File: src/hmab_pkg.sv
// ----------------------------------------------------------------------------
// hmab_pkg: shared types and constants of the hex memory access bridge
// Holds ASCII codes, result kinds, the command record that travels from
// the front part to the back part, and the hex conversion helpers.
// ----------------------------------------------------------------------------
package hmab_pkg;

	// ASCII characters of the command and reply frames
	localparam logic [7:0] CHAR_AT   = 8'h40;
	localparam logic [7:0] CHAR_HASH = 8'h23;
	localparam logic [7:0] CHAR_W    = 8'h57;
	localparam logic [7:0] CHAR_R    = 8'h52;

	// Receive history and frame geometry
	localparam int HIST_DEPTH = 18;
	localparam int WRITE_BACK = 18;
	localparam int READ_BACK  = 10;
	localparam int REPLY_LEN  = 19;
	localparam int STEP_W     = 5;

	// Default depth of the command queue
	localparam int QUEUE_DEPTH = 4;

	// Result kinds on the output channel
	localparam logic [1:0] KIND_WRITE = 2'd0;
	localparam logic [1:0] KIND_READ  = 2'd1;
	localparam logic [1:0] KIND_REPLY = 2'd2;

	// Command classes handed from front to back
	typedef enum logic [1:0] {
		OP_WRITE = 2'd0,
		OP_READ  = 2'd1,
		OP_REPLY = 2'd2
	} op_t;

	typedef struct packed {
		op_t         op;
		logic [31:0] addr;
		logic [31:0] data;
	} cmd_t;

	// Value of one ASCII hex digit; anything else reads as zero
	function automatic logic [3:0] hex_value(input logic [7:0] c);
		logic [3:0] v;
		v = 4'd0;
		if (c >= 8'h30 && c <= 8'h39) begin
			v = 4'(c - 8'h30);
		end else if (c >= 8'h41 && c <= 8'h46) begin
			v = 4'(c - 8'h37);
		end else if (c >= 8'h61 && c <= 8'h66) begin
			v = 4'(c - 8'h57);
		end
		return v;
	endfunction

	// Upper-case ASCII character of one nibble
	function automatic logic [7:0] hex_char(input logic [3:0] n);
		logic [7:0] c;
		if (n < 4'd10) begin
			c = 8'h30 + {4'd0, n};
		end else begin
			c = 8'h37 + {4'd0, n};
		end
		return c;
	endfunction

endpackage

File: src/hmab_front.sv
// ----------------------------------------------------------------------------
// hmab_front: receive history and command classifier
// Takes every input beat, keeps the last received bytes, spots write and
// read frames on '#', tracks the pending read and issues commands.
// ----------------------------------------------------------------------------
module hmab_front (
	input  logic              clk,
	input  logic              arst_n,
	input  logic              accept,
	input  logic              action,
	input  logic [7:0]        rx_byte,
	input  logic [31:0]       read_data,
	output logic              push,
	output hmab_pkg::cmd_t    cmd
);

	logic [7:0]  hist_q [hmab_pkg::HIST_DEPTH];
	logic        pend_q;
	logic [31:0] pend_addr_q;

	logic        is_hash;
	logic        is_wr;
	logic        is_rd;
	logic        is_rep;
	logic [31:0] low_word;
	logic [31:0] high_word;

	// Decode the two words sitting behind the current byte
	always_comb begin
		for (int i = 0; i < 8; i++) begin
			low_word[4*i +: 4]  = hmab_pkg::hex_value(hist_q[i]);
			high_word[4*i +: 4] = hmab_pkg::hex_value(hist_q[i + 8]);
		end
	end

	// Classify the incoming beat
	assign is_hash = !action && (rx_byte == hmab_pkg::CHAR_HASH);
	assign is_wr   = is_hash && (hist_q[hmab_pkg::WRITE_BACK - 1] == hmab_pkg::CHAR_AT);
	assign is_rd   = is_hash && !is_wr
		&& (hist_q[hmab_pkg::READ_BACK - 1] == hmab_pkg::CHAR_AT);
	assign is_rep  = action && pend_q;
	assign push    = accept && (is_wr || is_rd || is_rep);

	// Build the command record
	always_comb begin
		cmd.op   = hmab_pkg::OP_REPLY;
		cmd.addr = pend_addr_q;
		cmd.data = read_data;
		if (is_wr) begin
			cmd.op   = hmab_pkg::OP_WRITE;
			cmd.addr = high_word;
			cmd.data = low_word;
		end else if (is_rd) begin
			cmd.op   = hmab_pkg::OP_READ;
			cmd.addr = low_word;
			cmd.data = 32'd0;
		end
	end

	// Shift received bytes into the history
	always_ff @(posedge clk or negedge arst_n) begin
		if (!arst_n) begin
			for (int i = 0; i < hmab_pkg::HIST_DEPTH; i++) begin
				hist_q[i] <= 8'd0;
			end
		end else if (accept && !action) begin
			hist_q[0] <= rx_byte;
			for (int i = 1; i < hmab_pkg::HIST_DEPTH; i++) begin
				hist_q[i] <= hist_q[i - 1];
			end
		end
	end

	// Track the outstanding read
	always_ff @(posedge clk or negedge arst_n) begin
		if (!arst_n) begin
			pend_q      <= 1'b0;
			pend_addr_q <= 32'd0;
		end else if (accept) begin
			if (is_rd) begin
				pend_q      <= 1'b1;
				pend_addr_q <= low_word;
			end else if (is_rep) begin
				pend_q <= 1'b0;
			end
		end
	end

endmodule

File: src/hmab_queue.sv
// ----------------------------------------------------------------------------
// hmab_queue: command queue between front and back
// Small register FIFO that lets the receive side run on while the back
// part is still sending the results of earlier commands.
// ----------------------------------------------------------------------------
module hmab_queue #(
	parameter int DEPTH = hmab_pkg::QUEUE_DEPTH
) (
	input  logic           clk,
	input  logic           arst_n,
	input  logic           push,
	input  hmab_pkg::cmd_t push_cmd,
	input  logic           pop,
	output logic           full,
	output logic           head_valid,
	output hmab_pkg::cmd_t head
);

	localparam int PTR_W = (DEPTH > 1) ? $clog2(DEPTH) : 1;
	localparam int CNT_W = $clog2(DEPTH + 1);

	hmab_pkg::cmd_t mem_q [DEPTH];
	logic [PTR_W-1:0] wptr_q;
	logic [PTR_W-1:0] rptr_q;
	logic [CNT_W-1:0] count_q;

	assign full       = (count_q == CNT_W'(DEPTH));
	assign head_valid = (count_q != '0);
	assign head       = mem_q[rptr_q];

	// Store pushed commands
	always_ff @(posedge clk) begin
		if (push) begin
			mem_q[wptr_q] <= push_cmd;
		end
	end

	// Advance pointers and fill count
	always_ff @(posedge clk or negedge arst_n) begin
		if (!arst_n) begin
			wptr_q  <= '0;
			rptr_q  <= '0;
			count_q <= '0;
		end else begin
			if (push) begin
				wptr_q <= (wptr_q == PTR_W'(DEPTH - 1)) ? '0 : wptr_q + 1'b1;
			end
			if (pop) begin
				rptr_q <= (rptr_q == PTR_W'(DEPTH - 1)) ? '0 : rptr_q + 1'b1;
			end
			if (push && !pop) begin
				count_q <= count_q + 1'b1;
			end else if (pop && !push) begin
				count_q <= count_q - 1'b1;
			end
		end
	end

	a_no_overflow: assert property (@(posedge clk) disable iff (!arst_n)
		push |-> (!full || pop))
		else $error("command pushed into a full queue");

	a_no_underflow: assert property (@(posedge clk) disable iff (!arst_n)
		pop |-> head_valid)
		else $error("command popped from an empty queue");

endmodule

File: src/hmab_back.sv
// ----------------------------------------------------------------------------
// hmab_back: result sequencer
// Works off the head command one result per beat: a bus write followed by the
// 19-character ASCII reply, a read request, or the 19-character read reply, through an output register.
// ----------------------------------------------------------------------------
module hmab_back (
	input  logic           clk,
	input  logic           arst_n,
	input  logic           head_valid,
	input  hmab_pkg::cmd_t head,
	output logic           pop,
	input  logic           out_stall,
	output logic           out_valid,
	output logic [1:0]     kind,
	output logic [31:0]    bus_address,
	output logic [31:0]    bus_write_data,
	output logic [7:0]     reply_byte,
	output logic           last
);

	logic [hmab_pkg::STEP_W-1:0] step_q;
	logic                        out_valid_q;
	logic [1:0]                  kind_q;
	logic [31:0]                 addr_q;
	logic [31:0]                 wdata_q;
	logic [7:0]                  byte_q;
	logic                        last_q;

	logic                        emit;
	logic [1:0]                  nxt_kind;
	logic [31:0]                 nxt_addr;
	logic [31:0]                 nxt_wdata;
	logic [7:0]                  nxt_byte;
	logic                        nxt_last;
	logic [hmab_pkg::STEP_W-1:0] pos;
	logic [hmab_pkg::STEP_W-1:0] dig;
	logic [7:0]                  letter;
	logic [31:0]                 word;
	logic [3:0]                  nib;

	assign emit = head_valid && (!out_valid_q || !out_stall);
	assign pop  = emit && nxt_last;

	// Pick the next result of the head command
	always_comb begin
		nxt_kind  = hmab_pkg::KIND_REPLY;
		nxt_addr  = 32'd0;
		nxt_wdata = 32'd0;
		nxt_last  = 1'b0;
		pos       = step_q;
		letter    = hmab_pkg::CHAR_R;
		case (head.op)
			hmab_pkg::OP_WRITE: begin
				letter   = hmab_pkg::CHAR_W;
				pos      = step_q - 1'b1;
				nxt_last = (step_q == hmab_pkg::STEP_W'(hmab_pkg::REPLY_LEN));
				if (step_q == '0) begin
					nxt_kind  = hmab_pkg::KIND_WRITE;
					nxt_addr  = head.addr;
					nxt_wdata = head.data;
				end
			end
			hmab_pkg::OP_READ: begin
				nxt_kind = hmab_pkg::KIND_READ;
				nxt_addr = head.addr;
				nxt_last = 1'b1;
			end
			hmab_pkg::OP_REPLY: begin
				nxt_last = (step_q == hmab_pkg::STEP_W'(hmab_pkg::REPLY_LEN - 1));
			end
			default: begin
				nxt_last = 1'b1;
			end
		endcase
	end

	// Form the reply character at position pos
	always_comb begin
		if (pos < hmab_pkg::STEP_W'(10)) begin
			word = head.addr;
			dig  = pos - hmab_pkg::STEP_W'(2);
		end else begin
			word = head.data;
			dig  = pos - hmab_pkg::STEP_W'(10);
		end
		nib = word[4 * (3'd7 - dig[2:0]) +: 4];
		if (nxt_kind != hmab_pkg::KIND_REPLY) begin
			nxt_byte = 8'd0;
		end else if (pos == '0) begin
			nxt_byte = hmab_pkg::CHAR_AT;
		end else if (pos == hmab_pkg::STEP_W'(1)) begin
			nxt_byte = letter;
		end else if (pos == hmab_pkg::STEP_W'(hmab_pkg::REPLY_LEN - 1)) begin
			nxt_byte = hmab_pkg::CHAR_HASH;
		end else begin
			nxt_byte = hmab_pkg::hex_char(nib);
		end
	end

	// Advance the step counter, restart on each new command
	always_ff @(posedge clk or negedge arst_n) begin
		if (!arst_n) begin
			step_q <= '0;
		end else if (emit) begin
			step_q <= nxt_last ? '0 : step_q + 1'b1;
		end
	end

	// Hold the result beat until taken
	always_ff @(posedge clk or negedge arst_n) begin
		if (!arst_n) begin
			out_valid_q <= 1'b0;
		end else if (emit) begin
			out_valid_q <= 1'b1;
		end else if (!out_stall) begin
			out_valid_q <= 1'b0;
		end
	end

	always_ff @(posedge clk) begin
		if (emit) begin
			kind_q  <= nxt_kind;
			addr_q  <= nxt_addr;
			wdata_q <= nxt_wdata;
			byte_q  <= nxt_byte;
			last_q  <= nxt_last;
		end
	end

	assign out_valid      = out_valid_q;
	assign kind           = kind_q;
	assign bus_address    = addr_q;
	assign bus_write_data = wdata_q;
	assign reply_byte     = byte_q;
	assign last           = last_q;

	a_step_range: assert property (@(posedge clk) disable iff (!arst_n)
		step_q <= hmab_pkg::STEP_W'(hmab_pkg::REPLY_LEN))
		else $error("step counter ran past the reply length");

	a_write_not_last: assert property (@(posedge clk) disable iff (!arst_n)
		(out_valid_q && kind_q == hmab_pkg::KIND_WRITE) |-> !last_q)
		else $error("bus write marked as final beat");

	a_step_restart: assert property (@(posedge clk) disable iff (!arst_n)
		pop |=> (step_q == '0))
		else $error("step counter not restarted after a command");

endmodule

File: src/hex_memory_access_bridge_unit.sv
// ----------------------------------------------------------------------------
// hex_memory_access_bridge_unit: ASCII hex command bridge to a memory bus
// Top level: front classifier, command queue and result sequencer.
// ----------------------------------------------------------------------------
// Received bytes (action 0) and returned read words (action 1) are taken one
// beat per cycle while the command queue has room; in_stall is high only when
// all Q_DEPTH queue entries are in use. A '#' closing "@W<8 addr><8 data>#"
// gives one bus write followed by a 19-character reply (20 output beats), a
// '#' closing "@R<8 addr>#" gives one bus read request, and the read word
// returned afterwards gives the 19-character 'R' reply. The back part sends
// one output beat per cycle while out_stall is low; that sequencer sets the
// sustained rate. The last output beat of each command carries last high.
// ----------------------------------------------------------------------------
module hex_memory_access_bridge_unit #(
	parameter int Q_DEPTH = hmab_pkg::QUEUE_DEPTH
) (
	input  logic        clk,
	input  logic        arst_n,
	input  logic        in_valid,
	output logic        in_stall,
	input  logic        action,
	input  logic [7:0]  rx_byte,
	input  logic [31:0] read_data,
	output logic        out_valid,
	input  logic        out_stall,
	output logic [1:0]  kind,
	output logic [31:0] bus_address,
	output logic [31:0] bus_write_data,
	output logic [7:0]  reply_byte,
	output logic        last
);

	logic           accept;
	logic           push;
	hmab_pkg::cmd_t push_cmd;
	logic           full;
	logic           pop;
	logic           head_valid;
	hmab_pkg::cmd_t head;

	assign in_stall = full;
	assign accept   = in_valid && !full;

	hmab_front u_front (
		.clk       (clk),
		.arst_n    (arst_n),
		.accept    (accept),
		.action    (action),
		.rx_byte   (rx_byte),
		.read_data (read_data),
		.push      (push),
		.cmd       (push_cmd)
	);

	hmab_queue #(
		.DEPTH (Q_DEPTH)
	) u_queue (
		.clk        (clk),
		.arst_n     (arst_n),
		.push       (push),
		.push_cmd   (push_cmd),
		.pop        (pop),
		.full       (full),
		.head_valid (head_valid),
		.head       (head)
	);

	hmab_back u_back (
		.clk            (clk),
		.arst_n         (arst_n),
		.head_valid     (head_valid),
		.head           (head),
		.pop            (pop),
		.out_stall      (out_stall),
		.out_valid      (out_valid),
		.kind           (kind),
		.bus_address    (bus_address),
		.bus_write_data (bus_write_data),
		.reply_byte     (reply_byte),
		.last           (last)
	);

endmodule

File: config.mk
export PLATFORM = sky130hd
export DESIGN_NAME = hex_memory_access_bridge_unit
export DESIGN_NICKNAME = d
export VERILOG_FILES = /design/src/hmab_pkg.sv /design/src/hmab_front.sv /design/src/hmab_queue.sv /design/src/hmab_back.sv /design/src/hex_memory_access_bridge_unit.sv
export SDC_FILE = /design/constraint.sdc
export NUM_CORES = 1
export LEC_CHECK = 0
export BUFFER_PORTS_ARGS = -buffer_cell sky130_fd_sc_hd__buf_4
export CAP_MARGIN = 20
export CORE_MARGIN = 1.5
export CORE_UTILIZATION = 62
export DETAILED_ROUTE_END_ITERATION = 8
export GPL_TIMING_DRIVEN = 0
export PLACE_DENSITY = 0.81
export SLEW_MARGIN = 20
export SYNTH_ARGS = -nofsm -noshare
export SYNTH_HDL_FRONTEND = slang
export SYNTH_SLANG_ARGS = --single-unit
File: constraint.sdc
create_clock -name clk -period 10 [get_ports clk]
set_input_delay 2 -clock clk [delete_from_list [all_inputs] [get_ports clk]]
set_output_delay 2 -clock clk [all_outputs]
set_load 0.02 [all_outputs]
==> results by group <==
CTS
  – Clock tree sinks: around 530
  – Number of buffers inserted for hold repair after clock tree synthesis: 0
  – Clock slew at the register clock pins of the worst setup and hold paths: 0.06 ns
  – Number of buffers inserted by post-CTS setup repair: 0
  – Gates resized, CTS repair: 0
  – Skew-Pair Late Insertion Delay: 0.62 ns
  – Cell chosen for the clock root: clkbuf_16
  – Max Root-Sink Buffers: 3
  – Clock tree from TritonCTS: yes
  – H-tree levels: 2
  – Number of buffers created by CTS: 53

Cells and area
  – Nets@finish: 1961
  – Final core occ: 72.2%
  – Area added between synthesis and finish: 14.2%
  – Most common cell after layout, fill and taps aside: edfxtp_1
  – Most frequent cells in the layout: edfxtp_1 (338), dfrtp_1 (190), mux2_2 (143)
  – Proportion of layout cells with a drive suffix above 1: 24.3%
  – Fillcell total: ~2400
  – Non-Filler Cell Area, Final: roughly 0.027 sq mm

Yosys
  – Compound-gate portion of the synthesized area: 8.82%
  – Portion of the post-synthesis area used by sequential elements: about 62%
  – Post-Syn Nets: 1778
  – Combinational family with the most area after synthesis: multiplexers
  – Adder-cell share of the synthesized area: 3.89%
  – Number of warning messages in the yosys log: 0
  – Xor-xnor portion of the synthesized cell area: less than 1%
  – Register bit count reported by yosys: between 500 and 600
  – Mean Syn Cell Area: roughly 14 sq um
  – Mapped Cells: ~1700
  – Post-synth EDFFs: approximately 340
  – Flip-flop cell with the highest count after synthesis: edfxtp_1
  – Post-synthesis async set-or-reset flop share: approximately 36%
  – Synthesized cell area: roughly 0.024 sq mm
  – Area fraction in and, or, nand and nor cells after synthesis: 7.46%
  – Multiplexer share of the synthesized area: between 10% and 20%
  – Yosys cell types: 75

GRT
  – Largest net degree at the start of global routing: between 90 and 100
  – Number of antenna violations at the first check in global routing: 1
  – Number of global-route vias before repair: between 15000 and 20000
  – Global-route congestion overflow total: 0
  – First-pass GRT wire length: 90200 microns
  – Overall routing resource usage: about 31%

Timing
  – Endpoints failing hold: 0
  – Worst setup skew after layout: around 0.023 ns
  – Worst rel slew slack: between 20% and 30%
  – Final period utilization: 64.6%
  – Max Transition Viols Final: 0
  – Setup repair after global routing missed its margin: no
  – Sum of negative setup slack: 0 ns
  – Highest achievable clock rate: ~0.15 GHz
  – PnR worst setup slack: 3.54 ns
  – Min cycle time layout: approximately 6.5 ns
  – Measured slew at the worst slew-check pin: 1.13 ns
  – Number of endpoints failing setup at the final stage: 0

Power and ir drop
  – Worst IR drop on VDD: about 180 uV
  – Power per standard cell area: between 200 and 300 mW/mm^2
  – Reported leakage power: slightly above 0.01 uW

Detailed routing
  – Average vias per placed instance: between 6 and 7
  – Number of nets still failing antenna checks after routing: 0
  – Wire length after detailed routing: around 60000 microns
  – Average wire per standard cell: 24.8 microns
  – Iteration-0 DRC Markers: 1441
  – Vias after detailed routing: around 15000
  – Number of detailed-route iterations in the first pass: 8
  – Final routed DRC violation total: 0

Placement
  – Post-detailed-placement cell area: approximately 0.026 sq mm
  – Port Buffers: 120
  – Final HPWL DP: ~40000 microns
  – Minimum setup slack after placement: 2.98 ns
  – Routability Congestion: between 0.9 and 1

Floorplan
  – Starting density of the core: 63.3%
  – Horiz. Die Dim: approximately 200 microns
  – Number of placed I/O pins: 122
  – Height of the die: between 150 and 200 microns
  – Floorplan row count: 71
  – CORE AREA: roughly 0.038 sq mm
  – Die outline area: about 0.040 sq mm

Setup path
  – Largest fanout of any net on the critical path: 10
  – Setup crit start kind: input port
  – CP Data Required Time: approximately 11 ns
  – CP endpoint kind: register
  – Data arrival time of the critical path: around 7 ns
  – Worst setup path class: input port to register

Worst hold path
  – Class of the tightest hold or removal check: register to register

Run status
  – Outcome: completed

Job
  – Max-cap violations: 0
[metal layers]
layer | up-vias | global-route usage, % | wire, microns
met3 | 163 | 4.67 | 4170
met5 | - | 0 | 0
li1 | 6690 | - | -
met1 | 7795 | 39.9 | 23200
met4 | 0 | 13.7 | 2420
met2 | 761 | 51.4 | 29700
[final timing paths]
kind	from	to	slack, ns	depth (start not counted)
max in group asynchronous	arst_n	u_front.hist_q[1]$_DFFE_PN0P_	7.69	3
min in group asynchronous	arst_n	u_back.out_valid$_DFFE_PN0P_	1.16	1
worst min register to register	u_queue.count_q[2]$_DFFE_PN0P_	u_queue.count_q[2]$_DFFE_PN0P_	0.50	1
worst min-delay path	u_queue.count_q[2]$_DFFE_PN0P_	u_queue.count_q[2]$_DFFE_PN0P_	0.50	1
worst max-delay path	rx_byte[2]	u_queue.count_q[2]$_DFFE_PN0P_	3.54	13
worst max register to register	u_queue.rptr_q[0]$_DFFE_PN0P_	u_back.reply_byte[6]$_SDFFCE_PP0P_	4.43	19
[synth_stat cells, types with 31 or more instances]
library cell	number	area, sq um
dfrtp_1	190	4750
mux4_2	67	1510
nand2_1	99	372
nor2_1	64	240
inv_1	63	236
a22oi_1	31	233
mux2i_1	33	330
clkbuf_1	48	180
mux2_2	143	1610
nor2b_1	42	263
o21ai_0	113	566
edfxtp_1	338	10100
a21oi_1	31	155
and2_1	38	238
ha_1	73	913
[flip-flops by register name (all words and copies together), names as in the netlist, 3 cells and up]
name                   count
u_back.reply_byte          7
u_queue.count_q            3
u_queue.mem_q            264
u_back.bus_address        32
u_front.pend_addr_q       32
u_front.hist_q           144
u_back.step_q              5
u_back.bus_write_data     32
[where the power goes]
group,internal [uW],switching (uW),total (uW)
clock,1020,849,1860
sequential,2710,402,3110
combinational,886,1120,2010
[metrics by stage]
step,power (uW),hold WS [ns],instances
global route,7310,0.519,2397
global placement,5030,0.476,2290
detailed placement,5110,0.479,2297
floorplan,4390,0.456,1659
CTS,6970,0.486,2396
finish,6980,0.502,2398
[final cells by class]
type / count / area, sq um / area share (%)
Clock inverter: 38 / 231 / 0.845
Antenna cell: 1 / 2.50 / 0.00913
Buffer: 72 / 312 / 1.14
Tap cell: 511 / 639 / 2.33
Multi-Input combinational cell: 995 / 8590 / 31.3
Sequential cell: 528 / 14900 / 54.4
Timing Repair Buffer: 128 / 1110 / 4.04
Clock buffer: 61 / 1380 / 5.03
Inverter: 64 / 243 / 0.886
[cells by family (layout without fill, tap and decap cells)]
logic type,Yosys count,count (layout)
AND/OR/NAND/NOR,338,338
multiplexers,245,245
adder cells (fa/ha/maj),74,74
XOR/XNOR,26,26
other,1,2
flip-flops,528,528
buffers and inverters,136,363
AO/OA/AOI/OAI,311,311
[critical path, stage by stage]
cell,delay (ns)
buf_4,0.11
or4b_2,0.67
nor4_1,0.76
nand4_1,0.80
clkinv_1,0.52
nor2_1,0.14
a21oi_1,0.77
ha_1,0.32
inv_1,0.06
fa_1,0.39
xor2_1,0.17
nor2_1,0.11
xor2_1,0.15
No activity file was read; power rests on OpenSTA's default activity.
